--- config.mk ---
export PLATFORM = sky130hd
export DESIGN_NAME = battery_median_level_tracker
export DESIGN_NICKNAME = d
export VERILOG_FILES = /design/src/rtl/bmlt_pkg.sv /design/src/rtl/bmlt_cell.sv /design/src/rtl/bmlt_level.sv /design/src/rtl/battery_median_level_tracker.sv
export SDC_FILE = /design/constraint.sdc
export NUM_CORES = 1
export LEC_CHECK = 0
export ABC_CLOCK_PERIOD_IN_PS = 7000
export BUFFER_PORTS_ARGS = -buffer_cell sky130_fd_sc_hd__buf_2
export CAP_MARGIN = 20
export CORE_MARGIN = 2
export CORE_UTILIZATION = 40
export DETAILED_ROUTE_END_ITERATION = 10
export PLACE_DENSITY_LB_ADDON = 0.08
export REMOVE_ABC_BUFFERS = 1
export SYNTH_ARGS = -nofsm -noshare
export SYNTH_HDL_FRONTEND = slang
export SYNTH_SLANG_ARGS = --single-unit
--- constraint.sdc ---
create_clock -name clk_i -period 7 [get_ports clk_i]
set_input_delay 0.7 -clock clk_i [delete_from_list [all_inputs] [get_ports clk_i]]
set_output_delay 0.7 -clock clk_i [all_outputs]
set_load 0.02 [all_outputs]
--- src/rtl/bmlt_pkg.sv ---
// Shared types, constants and band-edge functions for the battery median level tracker.
package bmlt_pkg;

  localparam int unsigned DATA_W     = 12;
  localparam int unsigned LVL_W      = 3;
  localparam int unsigned MARGIN_W   = 6;
  localparam int unsigned EDGE_W     = 16;
  localparam int unsigned WINDOW_DEF = 6;
  localparam int unsigned LEVELS_DEF = 5;
  localparam int unsigned APB_DW     = 32;
  localparam int unsigned APB_AW     = 3;
  localparam int unsigned S_TDATA_W  = 24;
  localparam int unsigned M_TDATA_W  = 24;

  localparam logic [EDGE_W-1:0] EDGE_NONE = 16'hFFFF;

  localparam logic [EDGE_W-1:0] UP_BASE [8] = '{
    16'h01D3, 16'h0207, 16'h0234, 16'h0262,
    EDGE_NONE, EDGE_NONE, EDGE_NONE, EDGE_NONE
  };
  localparam logic [EDGE_W-1:0] DOWN_BASE [8] = '{
    16'h0000, 16'h01DA, 16'h0207, 16'h0234,
    16'h0262, EDGE_NONE, EDGE_NONE, EDGE_NONE
  };

  localparam logic [DATA_W-1:0]   USB_THRESH_RST = 12'h140;
  localparam logic [MARGIN_W-1:0] MARGIN_RST     = 6'd10;

  // Word index of the APB registers
  typedef enum logic {
    REG_USB_THRESH  = 1'b0,
    REG_BAND_MARGIN = 1'b1
  } reg_idx_e;

  typedef struct packed {
    logic [DATA_W-1:0] median;
    logic [LVL_W-1:0]  level;
    logic              low;
    logic              pwr_down;
    logic              usb;
  } result_t;

  function automatic logic [EDGE_W-1:0] up_edge(input logic [LVL_W-1:0] lvl,
                                                input logic [MARGIN_W-1:0] m);
    logic [EDGE_W-1:0] e;
    e = UP_BASE[lvl];
    if (lvl == '0 || e == EDGE_NONE) begin
      return e;
    end
    return e + EDGE_W'(m);
  endfunction

  function automatic logic [EDGE_W-1:0] down_edge(input logic [LVL_W-1:0] lvl,
                                                  input logic [MARGIN_W-1:0] m);
    logic [EDGE_W-1:0] e;
    e = DOWN_BASE[lvl];
    if (lvl == '0 || e == EDGE_NONE) begin
      return e;
    end
    if (e > EDGE_W'(m)) begin
      return e - EDGE_W'(m);
    end
    return '0;
  endfunction

endpackage

--- src/rtl/bmlt_cell.sv ---
// One cell of the sorted insertion chain: holds one sample, shifts right on insert.
module bmlt_cell
  import bmlt_pkg::*;
(
  input  logic              clk_i,
  input  logic              en_i,
  input  logic              occ_i,
  input  logic [DATA_W-1:0] sample_i,
  input  logic [DATA_W-1:0] left_val_i,
  input  logic              left_gt_i,
  output logic [DATA_W-1:0] val_o,
  output logic              gt_o,
  output logic [DATA_W-1:0] next_o
);

  logic [DATA_W-1:0] val_q;
  logic [DATA_W-1:0] val_d;

  // empty cells count as larger than any sample
  assign gt_o = !occ_i || (val_q > sample_i);

  always_comb begin
    if (!gt_o) begin
      val_d = val_q;
    end else if (!left_gt_i) begin
      val_d = sample_i;
    end else begin
      val_d = left_val_i;
    end
  end

  always_ff @(posedge clk_i) begin
    if (en_i) begin
      val_q <= val_d;
    end
  end

  assign val_o  = val_q;
  assign next_o = val_d;

endmodule

--- src/rtl/bmlt_level.sv ---
// Hysteresis level update and registered result stage.
module bmlt_level
  import bmlt_pkg::*;
#(
  parameter int unsigned LEVELS = LEVELS_DEF
) (
  input  logic                clk_i,
  input  logic                rst_ni,
  input  logic                eval_valid_i,
  input  logic [DATA_W-1:0]   med_i,
  input  logic                usb_i,
  input  logic [MARGIN_W-1:0] margin_i,
  input  logic                out_ready_i,
  output logic                eval_ready_o,
  output logic                out_valid_o,
  output result_t             result_o,
  output logic [LVL_W-1:0]    level_o
);

  logic [LVL_W-1:0]  level_q, level_d;
  logic [LVL_W-1:0]  lvl_n;
  logic              out_valid_q, out_valid_d;
  result_t           res_q, res_d;
  logic [EDGE_W-1:0] med_e;
  logic              fire;

  assign med_e        = EDGE_W'(med_i);
  assign eval_ready_o = !out_valid_q || out_ready_i;
  assign fire         = eval_valid_i && eval_ready_o;

  // fall at most one step, rise through every band edge passed
  always_comb begin
    lvl_n = level_q;
    if (med_e <= down_edge(level_q, margin_i)) begin
      if (level_q != '0) begin
        lvl_n = level_q - LVL_W'(1);
      end
    end else begin
      for (int l = 0; l < int'(LEVELS) - 1; l++) begin
        if (lvl_n == LVL_W'(l) && med_e >= up_edge(LVL_W'(l), margin_i)) begin
          lvl_n = LVL_W'(l + 1);
        end
      end
    end
  end

  always_comb begin
    res_d.median   = med_i;
    res_d.level    = lvl_n;
    res_d.low      = (lvl_n <= LVL_W'(1));
    res_d.pwr_down = (lvl_n == '0);
    res_d.usb      = usb_i;
    level_d        = fire ? lvl_n : level_q;
    if (fire) begin
      out_valid_d = 1'b1;
    end else if (out_ready_i) begin
      out_valid_d = 1'b0;
    end else begin
      out_valid_d = out_valid_q;
    end
  end

  always_ff @(posedge clk_i or negedge rst_ni) begin
    if (!rst_ni) begin
      level_q     <= LVL_W'(LEVELS - 1);
      out_valid_q <= 1'b0;
    end else begin
      level_q     <= level_d;
      out_valid_q <= out_valid_d;
    end
  end

  always_ff @(posedge clk_i) begin
    if (fire) begin
      res_q <= res_d;
    end
  end

  assign out_valid_o = out_valid_q;
  assign result_o    = res_q;
  assign level_o     = level_q;

endmodule

--- src/rtl/battery_median_level_tracker.sv ---
// Top level: insertion chain, window counter, config registers and result stream.
//
// Usage:
//   s_axis carries one ADC scan per item: tdata[11:0] battery sample,
//   tdata[23:12] USB sense sample. Samples enter a chain of WINDOW cells that
//   keeps them sorted, one sample per cycle while s_axis_tready is high. The
//   item that completes a window captures the upper median and the USB compare;
//   the level update is registered in the result stage once that stage can take
//   it, and m_axis presents one result item. Windows that are not complete produce nothing.
//   m_axis_tvalid rises once the result register takes the captured median.
//   Throughput: one item per cycle; s_axis_tready drops only while a captured
//   median waits behind a stalled result that m_axis has not taken.
//   When m_axis stalls the result holds in its output register; input keeps
//   flowing until the next window completes.
//   Reset clears the window count, starts the level at full (LEVELS-1), and
//   loads usb_threshold = 320 and band_margin = 10. The sample cells are not
//   cleared; every cell is written before a window is evaluated.
//   APB: usb_threshold at 0x0, band_margin at 0x4; write while idle.
module battery_median_level_tracker
  import bmlt_pkg::*;
#(
  parameter int unsigned WINDOW = WINDOW_DEF,
  parameter int unsigned LEVELS = LEVELS_DEF
) (
  input  logic                 clk_i,
  input  logic                 rst_ni,
  input  logic                 s_axis_tvalid,
  output logic                 s_axis_tready,
  input  logic [S_TDATA_W-1:0] s_axis_tdata,  // [11:0] battery_sample, [23:12] usb_sample
  output logic                 m_axis_tvalid,
  input  logic                 m_axis_tready,
  // [11:0] median_value, [14:12] battery_level, [15] charge_low,
  // [16] power_down, [17] usb_present, [23:18] zero
  output logic [M_TDATA_W-1:0] m_axis_tdata,
  input  logic                 psel,
  input  logic                 penable,
  input  logic                 pwrite,
  input  logic [APB_AW-1:0]    paddr,
  input  logic [APB_DW-1:0]    pwdata,
  output logic [APB_DW-1:0]    prdata,
  output logic                 pready
);

  localparam int unsigned CNT_W = $clog2(WINDOW);
  localparam int unsigned MID   = WINDOW / 2;

  logic [DATA_W-1:0]   bat_sample, usb_sample;
  logic                accept, last;
  logic [CNT_W-1:0]    cnt_q, cnt_d;
  logic [DATA_W-1:0]   med_q;
  logic                usb_q;
  logic                eval_q, eval_d;
  logic                eval_ready;
  logic [DATA_W-1:0]   thresh_q;
  logic [MARGIN_W-1:0] margin_q;
  logic                cfg_wr;
  reg_idx_e            reg_idx;
  result_t             result;
  logic [LVL_W-1:0]    level;

  logic [DATA_W-1:0] cell_val  [WINDOW];
  logic [DATA_W-1:0] cell_next [WINDOW];
  logic              cell_gt   [WINDOW];

  assign bat_sample    = s_axis_tdata[DATA_W-1:0];
  assign usb_sample    = s_axis_tdata[2*DATA_W-1:DATA_W];
  assign s_axis_tready = !eval_q || eval_ready;
  assign accept        = s_axis_tvalid && s_axis_tready;
  assign last          = (cnt_q == CNT_W'(WINDOW - 1));

  // sorted insertion chain
  for (genvar k = 0; k < WINDOW; k++) begin : g_cell
    logic [DATA_W-1:0] left_val;
    logic              left_gt;
    if (k == 0) begin : g_head
      assign left_val = '0;
      assign left_gt  = 1'b0;
    end else begin : g_body
      assign left_val = cell_val[k-1];
      assign left_gt  = cell_gt[k-1];
    end
    bmlt_cell u_cell (
      .clk_i      (clk_i),
      .en_i       (accept),
      .occ_i      (CNT_W'(k) < cnt_q),
      .sample_i   (bat_sample),
      .left_val_i (left_val),
      .left_gt_i  (left_gt),
      .val_o      (cell_val[k]),
      .gt_o       (cell_gt[k]),
      .next_o     (cell_next[k])
    );
  end

  always_comb begin
    cnt_d = cnt_q;
    if (accept) begin
      cnt_d = last ? '0 : cnt_q + CNT_W'(1);
    end
    if (accept && last) begin
      eval_d = 1'b1;
    end else if (eval_ready) begin
      eval_d = 1'b0;
    end else begin
      eval_d = eval_q;
    end
  end

  always_ff @(posedge clk_i or negedge rst_ni) begin
    if (!rst_ni) begin
      cnt_q  <= '0;
      eval_q <= 1'b0;
    end else begin
      cnt_q  <= cnt_d;
      eval_q <= eval_d;
    end
  end

  always_ff @(posedge clk_i) begin
    if (accept && last) begin
      med_q <= cell_next[MID];
      usb_q <= (usb_sample >= thresh_q);
    end
  end

  bmlt_level #(
    .LEVELS (LEVELS)
  ) u_level (
    .clk_i        (clk_i),
    .rst_ni       (rst_ni),
    .eval_valid_i (eval_q),
    .med_i        (med_q),
    .usb_i        (usb_q),
    .margin_i     (margin_q),
    .out_ready_i  (m_axis_tready),
    .eval_ready_o (eval_ready),
    .out_valid_o  (m_axis_tvalid),
    .result_o     (result),
    .level_o      (level)
  );

  assign m_axis_tdata = {6'b0, result.usb, result.pwr_down, result.low,
                         result.level, result.median};

  // APB registers
  assign pready  = 1'b1;
  assign reg_idx = reg_idx_e'(paddr[2]);
  assign cfg_wr  = psel && penable && pwrite && pready;

  always_ff @(posedge clk_i or negedge rst_ni) begin
    if (!rst_ni) begin
      thresh_q <= USB_THRESH_RST;
      margin_q <= MARGIN_RST;
    end else if (cfg_wr) begin
      unique case (reg_idx)
        REG_USB_THRESH:  thresh_q <= pwdata[DATA_W-1:0];
        REG_BAND_MARGIN: margin_q <= pwdata[MARGIN_W-1:0];
        default: ;
      endcase
    end
  end

  always_comb begin
    unique case (reg_idx)
      REG_USB_THRESH:  prdata = APB_DW'(thresh_q);
      REG_BAND_MARGIN: prdata = APB_DW'(margin_q);
      default:         prdata = '0;
    endcase
  end

`ifndef SYNTHESIS
  a_level_falls_one: assert property (@(posedge clk_i) disable iff (!rst_ni)
    (level < $past(level)) |-> (level == $past(level) - LVL_W'(1)))
    else $error("level fell by more than one step");

  a_window_restart: assert property (@(posedge clk_i) disable iff (!rst_ni)
    (accept && last) |=> (cnt_q == '0 && eval_q))
    else $error("window completion did not restart count and start evaluation");

  a_count_range: assert property (@(posedge clk_i) disable iff (!rst_ni)
    cnt_q <= CNT_W'(WINDOW - 1))
    else $error("sample count out of range");

  a_level_range: assert property (@(posedge clk_i) disable iff (!rst_ni)
    level <= LVL_W'(LEVELS - 1))
    else $error("level out of range");
`endif

endmodule
==> flow_metrics.tcl, run 1 <==
set metrics [dict create \
    synth_most_common_cell "ha_1" \
    rows 50 \
    cts_setup_buffers 0 \
    vias 5139 \
    synthTopCellsByCount "ha_1, edfxtp_1, mux2_2" \
    numCtsBuffers 9 \
    wl_met1_mm 8.16 \
    design_area_um2 8330 \
    synth_top_area_share_pct 31.6 \
    cellLeakagePower_nw 3.68 \
    cp-end-kind "register" \
    netlist_area_um2 7500 \
    synth_top_family_by_area "adder cells" \
    fp.coreArea_um2 18500 \
    power.density_nw_per_um2 415 \
    fin_ws_ns 1.80 \
    cts_root_buf "clkbuf_16" \
    insertion_delay_ns 0.36 \
    drv_cap 0 \
    worst_pin_slew_ns 0.960 \
    dp_slack_ns 1.85 \
    hold-worst-slack_ns 0.374 \
    cts_resized 0 \
    hold_violations 0 \
    synthSimpleGateAreaFrac_pct 9.71 \
    track_usage_pct 16.9 \
    outcome "finished, final reports clean" \
    drive_gt1_share_pct 23.2 \
    drtIter0Drc 302 \
    die_height_um 141 \
    critPathKind "register to register" \
    syn_avg_cell_area_um2 11.1 \
    cpPeakStageDelay_ns 0.59 \
    drtAntennaViolNets 0 \
    cts.sinks 105 \
    synth-compound-area-share_pct 13.0 \
    grt_pass1_vias 5214 \
    cp.arrival_ns 5.31 \
    worst_path_most_repeated_cell "ha_1" \
    yosysTopAreaCell "edfxtp_1" \
    wl_met2_mm 7.05 \
    finalSetupTns_ns 0 \
    rrSetupSlack_ns 1.80 \
    synthArstFlopShare_pct 24.8 \
    fp.dieW_um 141 \
    overflow 0 \
    cp_data_required_time_ns 7.11 \
    setup_viol 0 \
    drc 0 \
    synth.area.top_cells "edfxtp_1, ha_1, mux2_2, dfrtp_1, buf_4" \
    final_max_slew_viol_count 0 \
    post-route-period-util_pct 74.3 \
    cts_tree "done" \
    timing.hold.worst.class "input pin to asynchronous set/reset pin" \
    cp-start-kind "register" \
    max_freq_ghz 0.192 \
    area_growth_pct 11.0 \
    cts.hold.buffers_added 0 \
    port_buffers 75 \
    grt_max_degree 27 \
    slew_headroom_pct 36.0 \
    r2r_end "u_level.result_o[1]$_DFFE_PP_" \
    ys.flop_type "edfxtp_1" \
    place_area_um2 8010 \
    dr.max_layer_used "met4" \
    worstReg2RegStart "u_level.level_o[0]$_DFFE_PN0P_" \
    antenna_found_initial 0 \
    routed_wl_mm 16.2 \
    synth-seq-cells 105 \
    seq_area_frac_synth_pct 40.4 \
    peakVddDrop_v 0.000187 \
    clock_skew_ns 0.0147 \
    ioPinCount 125 \
    synth.distinct_cells 70 \
    fin_crit_ns 5.20 \
    synthMuxAreaShare_pct 10.3 \
    vias_per_cell 5.20 \
    post_drt_wl_per_cell_um 16.4 \
    grt_setup_unrepaired "no" \
    clk_pin_slew_ns 0.08 \
    wl_met3_um 809 \
    h-tree-depth 3 \
    first_pass_iters 5 \
    path_cells "inv_1, ha_1, nor2_1, inv_1, ha_1, nor2b_1, o31ai_1, a21oi_1, nor4_2, xor2_1, nand2_1, ha_1, nand3_1, a211o_1, a311oi_1, a21boi_1, nand3_1, o211a_1" \
    slowest_stage "dfrtp_1" \
    hpwlAfterDp_mm 12.8 \
    synth_cells 675 \
    synth_xor_area_share_pct 1.64 \
    ys_warn_count 0 \
    synth_edf_count 79 \
    rr_worst_depth 18 \
    antenna_cells 0 \
    grt_pass1_wl_mm 26.8 \
    crit_fanout 11 \
    gp_congestion 0.764 \
    fin_nets 926 \
    synthAdderAreaFrac_pct 18.6 \
    cts_buffer_depth 2 \
    fp.dieArea_um2 19900 \
    fillCellCount 1737 \
    initial_core_util_pct 40.5 \
]
## power breakdown
| group | leakage, nW | internal [W] | switching (W) |
|---|---|---|---|
| registers | 1.05 | 0.000925 | 0.000149 |
| logic | 2.49 | 0.000849 | 0.00105 |
| clock network | 0.141 | 0.000254 | 0.000229 |
## registers in the layout, summed over array words and instances, names as in the netlist
signal	cells
thresh_q	12
cnt_q	3
u_level.level_o	3
usb_q	1
u_level.result_o	18
g_cell.u_cell.val_o	48
eval_q	1
u_level.out_valid_o	1
margin_q	6
med_q	12
## how the worst max path moves through the flow
| stage | from | endpoint | slack [ns] | depth (start not counted) |
|---|---|---|---|---|
| 3_5_place_dp | u_level.level_o[0]$_DFFE_PN0P_ | u_level.result_o[1]$_DFFE_PP_ | 1.85 | 18 |
| 5_1_grt | u_level.level_o[0]$_DFFE_PN0P_ | u_level.result_o[1]$_DFFE_PP_ | 1.28 | 18 |
| 3_3_place_gp | u_level.level_o[0]$_DFFE_PN0P_ | u_level.result_o[1]$_DFFE_PP_ | 1.99 | 18 |
| 6_report | u_level.level_o[0]$_DFFE_PN0P_ | u_level.result_o[1]$_DFFE_PP_ | 1.80 | 18 |
| 4_1_cts | u_level.level_o[0]$_DFFE_PN0P_ | u_level.result_o[1]$_DFFE_PP_ | 1.83 | 18 |
| 2_1_floorplan | u_level.level_o[0]$_DFFE_PN0P_ | u_level.result_o[1]$_DFFE_PP_ | 2.63 | 18 |
## layout by cell type, fill, tap and decap left out, drive strengths merged, types with 4 or more instances in the layout
master	n
ha	110
buf	82
edfxtp	79
mux2	65
inv	52
nor2	32
a21oi	31
o21ai	31
nand2	27
conb	27
a21o	21
dfrtp	21
nor3	16
nand4	15
xnor2	12
nand2b	12
clkbuf	11
nor2b	10
nand3	9
a211oi	8
o21a	6
a211o	6
a31oi	5
o31a	5
dfstp	5
mux2i	4
or3	4
## cell families (layout without fill, tap and decap cells)
family | Yosys count | after routing
muxes | 69 | 69
buffers and inverters | 93 | 147
AOI/OAI and AO/OA | 142 | 142
adders and majority gates | 111 | 111
xor gates and xnor gates | 14 | 14
and+or+nand+nor | 139 | 139
other | 2 | 27
DFF | 105 | 105
## routing by layer
metal  track usage [%]  vias to the layer above
li1                  -                     2613
met1              23.9                     2398
met2              26.9                      117
met3              3.43                       11
met4              4.00                        0
met5                 0                        -
## through the flow
stage / std cells / power [W] / utilization (%)
after floorplan: 656 / 0.00248 / -
after global placement: 967 / 0.00290 / 43.2
after detailed placement: 968 / 0.00296 / 43.3
after CTS: 984 / 0.00346 / 44.8
after global routing: 988 / 0.00377 / 45.0
final: 988 / 0.00345 / 45.0
## layout make-up
class / count / area [µm²] / area share, %
clock buffers: 11 / 243 / 2.92
clock inverters: 5 / 36.3 / 0.436
inverters: 49 / 184 / 2.21
multi-input cells: 502 / 4100 / 49.3
flip-flops and latches: 105 / 3030 / 36.4
well taps: 234 / 293 / 3.52
repair buffers: 82 / 439 / 5.28
## critical path: cells and delay by family (launching register included)
kind            cells  cell delay [ns]
flops               1             0.59
buf+inv             2             0.27
fa+ha+maj           3             0.99
xor+xnor            1             0.19
compound gates      6             1.75
simple gates        6             1.16
(Power assumes the default switching activity.)
==> inputs of run 2 (changes only) <==
--- a/config.mk
+++ b/config.mk
@@ -5,7 +5,7 @@
 export SDC_FILE = /design/constraint.sdc
 export NUM_CORES = 1
 export LEC_CHECK = 0
-export ABC_CLOCK_PERIOD_IN_PS = 7000
+export ABC_CLOCK_PERIOD_IN_PS = 5400
 export BUFFER_PORTS_ARGS = -buffer_cell sky130_fd_sc_hd__buf_2
 export CAP_MARGIN = 20
 export CORE_MARGIN = 2
==> constraint.sdc (replaced) <==
create_clock -name clk_i -period 5.4 [get_ports clk_i]
set_input_delay 0.54 -clock clk_i [delete_from_list [all_inputs] [get_ports clk_i]]
set_output_delay 0.54 -clock clk_i [all_outputs]
set_load 0.02 [all_outputs]
==> run 2 against run 1 <==
Net effect: die area unchanged; first-iteration DRC count increased by 12%; clock-buffer cell count down 1; combinational power up 32%; largest cell class unchanged.
==> flow_metrics.tcl, run 2 (synthesis gave the netlist of run 1 again) <==
set metrics [dict create \
    drv_cap 0 \
    clk_pin_slew_ns 0.08 \
    cellLeakagePower_nw 3.69 \
    design_area_um2 8350 \
    post-route-period-util_pct 91.8 \
    numCtsBuffers 9 \
    antenna_found_initial 0 \
    fp.dieArea_um2 19900 \
    drtIter0Drc 338 \
    fin_cells 991 \
    power.density_nw_per_um2 538 \
    cp_data_required_time_ns 5.52 \
    h-tree-depth 3 \
    fp.dieW_um 141 \
    hpwlAfterDp_mm 12.9 \
    fillCellCount 1756 \
    cts_root_buf "clkbuf_16" \
    port_buffers 75 \
    grt_setup_unrepaired "no" \
    seqCellArea_um2 3030 \
    timing.hold.worst.class "input pin to asynchronous set/reset pin" \
    grt_pass1_wl_mm 26.8 \
    vias_per_cell 5.18 \
    setup_viol 0 \
    worst_path_most_repeated_cell "ha_1" \
    fin_crit_ns 4.96 \
    vias 5137 \
    track_usage_pct 16.9 \
    utilization_pct 45.1 \
    crit_fanout 11 \
    die_height_um 141 \
    critPathKind "register to register" \
    ioPinCount 125 \
    setup.worst_path.start "u_level.level_o[1]$_DFFE_PN0P_" \
    layout_common_cells "ha_1, edfxtp_1, buf_2" \
    crit_family "compound AO/OA/AOI/OAI gates" \
    cp.arrival_ns 5.07 \
    area_growth_pct 11.3 \
    worst-path-buf-inv 2 \
    max_freq_ghz 0.202 \
    fin_nets 929 \
    fp.coreArea_um2 18500 \
    drtAntennaViolNets 0 \
    routed_wl_mm 16.2 \
    place_area_um2 8030 \
    cp-end-kind "register" \
    cp-start-kind "register" \
    worst_pin_slew_ns 0.927 \
    place_inst 971 \
    hold-worst-slack_ns 0.223 \
    hold_violations 0 \
    grt_max_degree 27 \
    overflow 0 \
    final_max_slew_viol_count 0 \
    drive_gt1_share_pct 23.6 \
    peakVddDrop_v 0.000207 \
    cts_setup_buffers 0 \
    slowest_stage "dfrtp_1" \
    worstReg2RegStart "u_level.level_o[1]$_DFFE_PN0P_" \
    outcome "finished, final reports clean" \
    post_drt_wl_per_cell_um 16.4 \
    path_cells "inv_1, ha_1, nor2_1, inv_1, ha_1, nor2b_1, o31ai_1, a21oi_1, nor4_2, xor2_1, nand2_1, ha_1, nand3_1, a211o_1, a311oi_1, a21bo_1, mux2i_1, o211a_1" \
    rows 50 \
    insertion_delay_ns 0.35 \
    antenna_cells 0 \
    largest_register_ffs 48 \
    cts_tree "done" \
    finalSetupTns_ns 0 \
    cpPeakStageDelay_ns 0.57 \
    cts_buffer_depth 2 \
    cts.sinks 105 \
    multi_input_area_um2 4110 \
    first_pass_iters 4 \
    grt_pass1_vias 5252 \
    gp_congestion 0.769 \
    clock_skew_ns 0.00982 \
    layout_commonest_cell "ha_1" \
    slew_headroom_pct 38.2 \
    initial_core_util_pct 40.5 \
    drc 0 \
]
## run 2: cell count changes in the layout (fill, tap and decap cells not counted), sizes merged
cell,change
inv,-2
clkinv,+3
clkbuf,-1
buf,+3
## run 2: worst paths after layout
check / endpoint / slack [ns] / depth (start not counted)
max: u_level.result_o[1]$_DFFE_PP_ / 0.44 / 18
min: thresh_q[0]$_DFFE_PN0P_ / 0.22 / 1
max reg2reg: u_level.result_o[1]$_DFFE_PP_ / 0.44 / 18
min reg2reg: u_level.result_o[0]$_DFFE_PP_ / 0.45 / 0
max in group asynchronous: cnt_q[2]$_DFFE_PN0P_ / 4.72 / 1
min in group clk_i: thresh_q[7]$_DFFE_PN0P_ / 0.41 / 2
## run 2: stage by stage
step / total power [W] / setup slack, ns
finish: 0.00449 / 0.441
global route: 0.00491 / 0.0455
detailed placement: 0.00385 / 0.403
floorplan: 0.00322 / 1.03
CTS: 0.00451 / 0.377
global placement: 0.00378 / 0.474
## run 2: routing by layer
layer	wire length [µm]	share of wire (%)	track usage (%)	up-vias
met2	7170	44	27.5	115
met5	0	0	0	-
li1	-	-	-	2622
met3	818	5.0	3.70	10
met4	167	1.0	3.95	0
met1	8090	50	23.1	2390
## run 2: timing repair
item | in CTS | in global routing
resized for setup | 0 | 1
setup endpoints to repair | 0 | 1
hold buffers | 0 | 0
## run 2: worst register-to-register path, cell delays in order (launching register included)
cell	delay, ns
dfrtp_1	0.57
inv_1	0.17
ha_1	0.35
nor2_1	0.25
inv_1	0.10
ha_1	0.30
nor2b_1	0.14
o31ai_1	0.36
a21oi_1	0.20
nor4_2	0.39
xor2_1	0.19
nand2_1	0.07
ha_1	0.28
nand3_1	0.12
a211o_1	0.29
a311oi_1	0.27
a21bo_1	0.36
mux2i_1	0.18
o211a_1	0.13
## run 2: where the power goes
part	total, W	internal [W]	switching, W	leakage [nW]
clock	0.000629	0.000320	0.000309	0.139
sequential	0.00136	0.00120	0.000166	1.05
combinational	0.00250	0.00112	0.00138	2.50
total	0.00449	0.00264	0.00185	3.69
## run 2: area by class of cell
| type | count | area share [%] |
|---|---|---|
| clock buffer | 10 | 2.74 |
| clock inverter | 6 | 0.615 |
| inverter | 49 | 2.20 |
| multi-input combinational | 502 | 49.2 |
| sequential | 105 | 36.3 |
| tap | 234 | 3.51 |
| timing repair buffer | 85 | 5.44 |
==> inputs of run 3 (changes only) <==
--- a/config.mk
+++ b/config.mk
@@ -11,6 +11,7 @@
 export CORE_MARGIN = 2
 export CORE_UTILIZATION = 40
 export DETAILED_ROUTE_END_ITERATION = 10
+export MAX_ROUTING_LAYER = met4
 export PLACE_DENSITY_LB_ADDON = 0.08
 export REMOVE_ABC_BUFFERS = 1
 export SYNTH_ARGS = -nofsm -noshare
==> run 3 against run 2 <==
Net effect: global-route usage is 0.52 points higher; sequential share of layout area stayed put; worst hold slack worse by 0.0048 ns; via count is 0.56% higher; largest power group unchanged; critical endpoint unchanged; highest routed layer unchanged.
==> flow_metrics.tcl, run 3 (synthesis gave the netlist of run 1 again) <==
set metrics [dict create \
    outcome "finished, final reports clean" \
    design_area_um2 8350 \
    cpPeakStageDelay_ns 0.57 \
    antenna_found_initial 0 \
    h-tree-depth 3 \
    vias 5166 \
    port_buffers 75 \
    max_freq_ghz 0.202 \
    drc 0 \
    grt_pass1_vias 5260 \
    insertion_delay_ns 0.35 \
    grt_setup_unrepaired "no" \
    initial_core_util_pct 40.5 \
    rr_worst_depth 18 \
    power.density_nw_per_um2 538 \
    cts.sinks 105 \
    cp-start-kind "register" \
    first_pass_iters 4 \
    largest_register_ffs 48 \
    r2r_end "u_level.result_o[1]$_DFFE_PP_" \
    numCtsBuffers 9 \
    grt_pass1_wl_mm 26.8 \
    post_drt_wl_per_cell_um 16.4 \
    cp_data_required_time_ns 5.51 \
    slowest_stage "dfrtp_1" \
    finalSetupTns_ns 0 \
    cp.arrival_ns 5.07 \
    setup.worst_path.start "u_level.level_o[1]$_DFFE_PN0P_" \
    layout_commonest_cell "ha_1" \
    gp_congestion 0.780 \
    cts_tree "done" \
    worstReg2RegStart "u_level.level_o[1]$_DFFE_PN0P_" \
    rows 50 \
    hpwlAfterDp_mm 12.9 \
    fp.dieW_um 141 \
    cts_resized 0 \
    slew_headroom_pct 37.6 \
    clock_skew_ns 0.00980 \
    rrSetupSlack_ns 0.44 \
    overflow 0 \
    drv_cap 0 \
    fp.dieArea_um2 19900 \
    grt_max_degree 27 \
    worst-path-buf-inv 2 \
    ioPinCount 125 \
    cp-end-kind "register" \
    path_cells "inv_1, ha_1, nor2_1, inv_1, ha_1, nor2b_1, o31ai_1, a21oi_1, nor4_2, xor2_1, nand2_1, ha_1, nand3_1, a211o_1, a311oi_1, a21bo_1, mux2i_1, o211a_1" \
    timing.hold.worst.class "input pin to asynchronous set/reset pin" \
    track_usage_pct 17.4 \
    die_height_um 141 \
    crit_fanout 11 \
    worst_pin_slew_ns 0.935 \
    critPathKind "register to register" \
    fin_crit_ns 4.96 \
    place_area_um2 8030 \
    cts_root_buf "clkbuf_16" \
    cts_setup_buffers 0 \
    area_growth_pct 11.3 \
    drtIter0Drc 373 \
    peakVddDrop_v 0.000207 \
    fin_nets 929 \
    hold_violations 0 \
    setup_viol 0 \
    cts_buffer_depth 2 \
    post-route-period-util_pct 91.9 \
    fp.coreArea_um2 18500 \
    antenna_cells 0 \
    vias_per_cell 5.21 \
    routed_wl_mm 16.2 \
    layout_common_cells "ha_1, edfxtp_1, buf_2" \
    drive_gt1_share_pct 23.6 \
    cts.hold.buffers_added 0 \
    crit_family "compound AO/OA/AOI/OAI gates" \
    cellLeakagePower_nw 3.69 \
    final_max_slew_viol_count 0 \
    clk_pin_slew_ns 0.08 \
    fin_total_pwr_w 0.00449 \
    worst_path_most_repeated_cell "ha_1" \
    drtAntennaViolNets 0 \
]
run 3: final cells by class:
type                            count  area, µm²
Sequential cell                   105       3030
Timing Repair Buffer               85        454
Clock inverter                      6       51.3
Fill cell                        1756      10200
Clock buffer                       10        229
Inverter                           49        184
Multi-Input combinational cell    502       4110
Tap cell                          234        293
run 3: per-stage QoR:
step	utilization [%]	std cells	hold slack [ns]	setup WS, ns
floorplan	-	656	0.244	1.03
global placement	43.3	970	0.411	0.474
detailed placement	43.4	971	0.430	0.403
CTS	44.9	987	0.237	0.377
global route	45.1	991	0.255	0.0455
finish	45.1	991	0.218	0.439
run 3: report_power, final:
part	internal [W]	total, W	switching, W
Sequential	0.00120	0.00136	0.000166
Combinational	0.00112	0.00250	0.00138
Clock	0.000320	0.000629	0.000309
Total	0.00264	0.00449	0.00186
run 3: how the worst max path moves through the flow:
stage                                          endpoint  slack, ns  depth (start not counted)
after floorplan           u_level.result_o[1]$_DFFE_PP_       1.03                         18
after global placement    u_level.result_o[1]$_DFFE_PP_       0.47                         18
after detailed placement  u_level.result_o[1]$_DFFE_PP_       0.40                         18
after CTS                 u_level.result_o[1]$_DFFE_PP_       0.38                         18
after global routing      u_level.result_o[1]$_DFFE_PP_       0.05                         18
final                     u_level.result_o[1]$_DFFE_PP_       0.44                         18
run 3: worst reg2reg max path, cell delays in order (launching register included):
cell and delay (ns):
dfrtp_1 0.57, inv_1 0.17, ha_1 0.35, nor2_1 0.25, inv_1 0.10, ha_1 0.30
nor2b_1 0.14, o31ai_1 0.36, a21oi_1 0.20, nor4_2 0.39, xor2_1 0.19, nand2_1 0.07
ha_1 0.28, nand3_1 0.12, a211o_1 0.29, a311oi_1 0.27, a21bo_1 0.36, mux2i_1 0.18
o211a_1 0.13
run 3: routing by layer:
layer  share of wire, %  wire (µm)  GRT usage, %  vias to the layer above
li1                   -          -             -                     2620
met1                 50       8130          23.4                     2404
met2                 44       7140          27.5                      132
met3                4.9        798          3.33                       10
met4                1.0        165          3.95                        0
met5                  0          0             -                        -
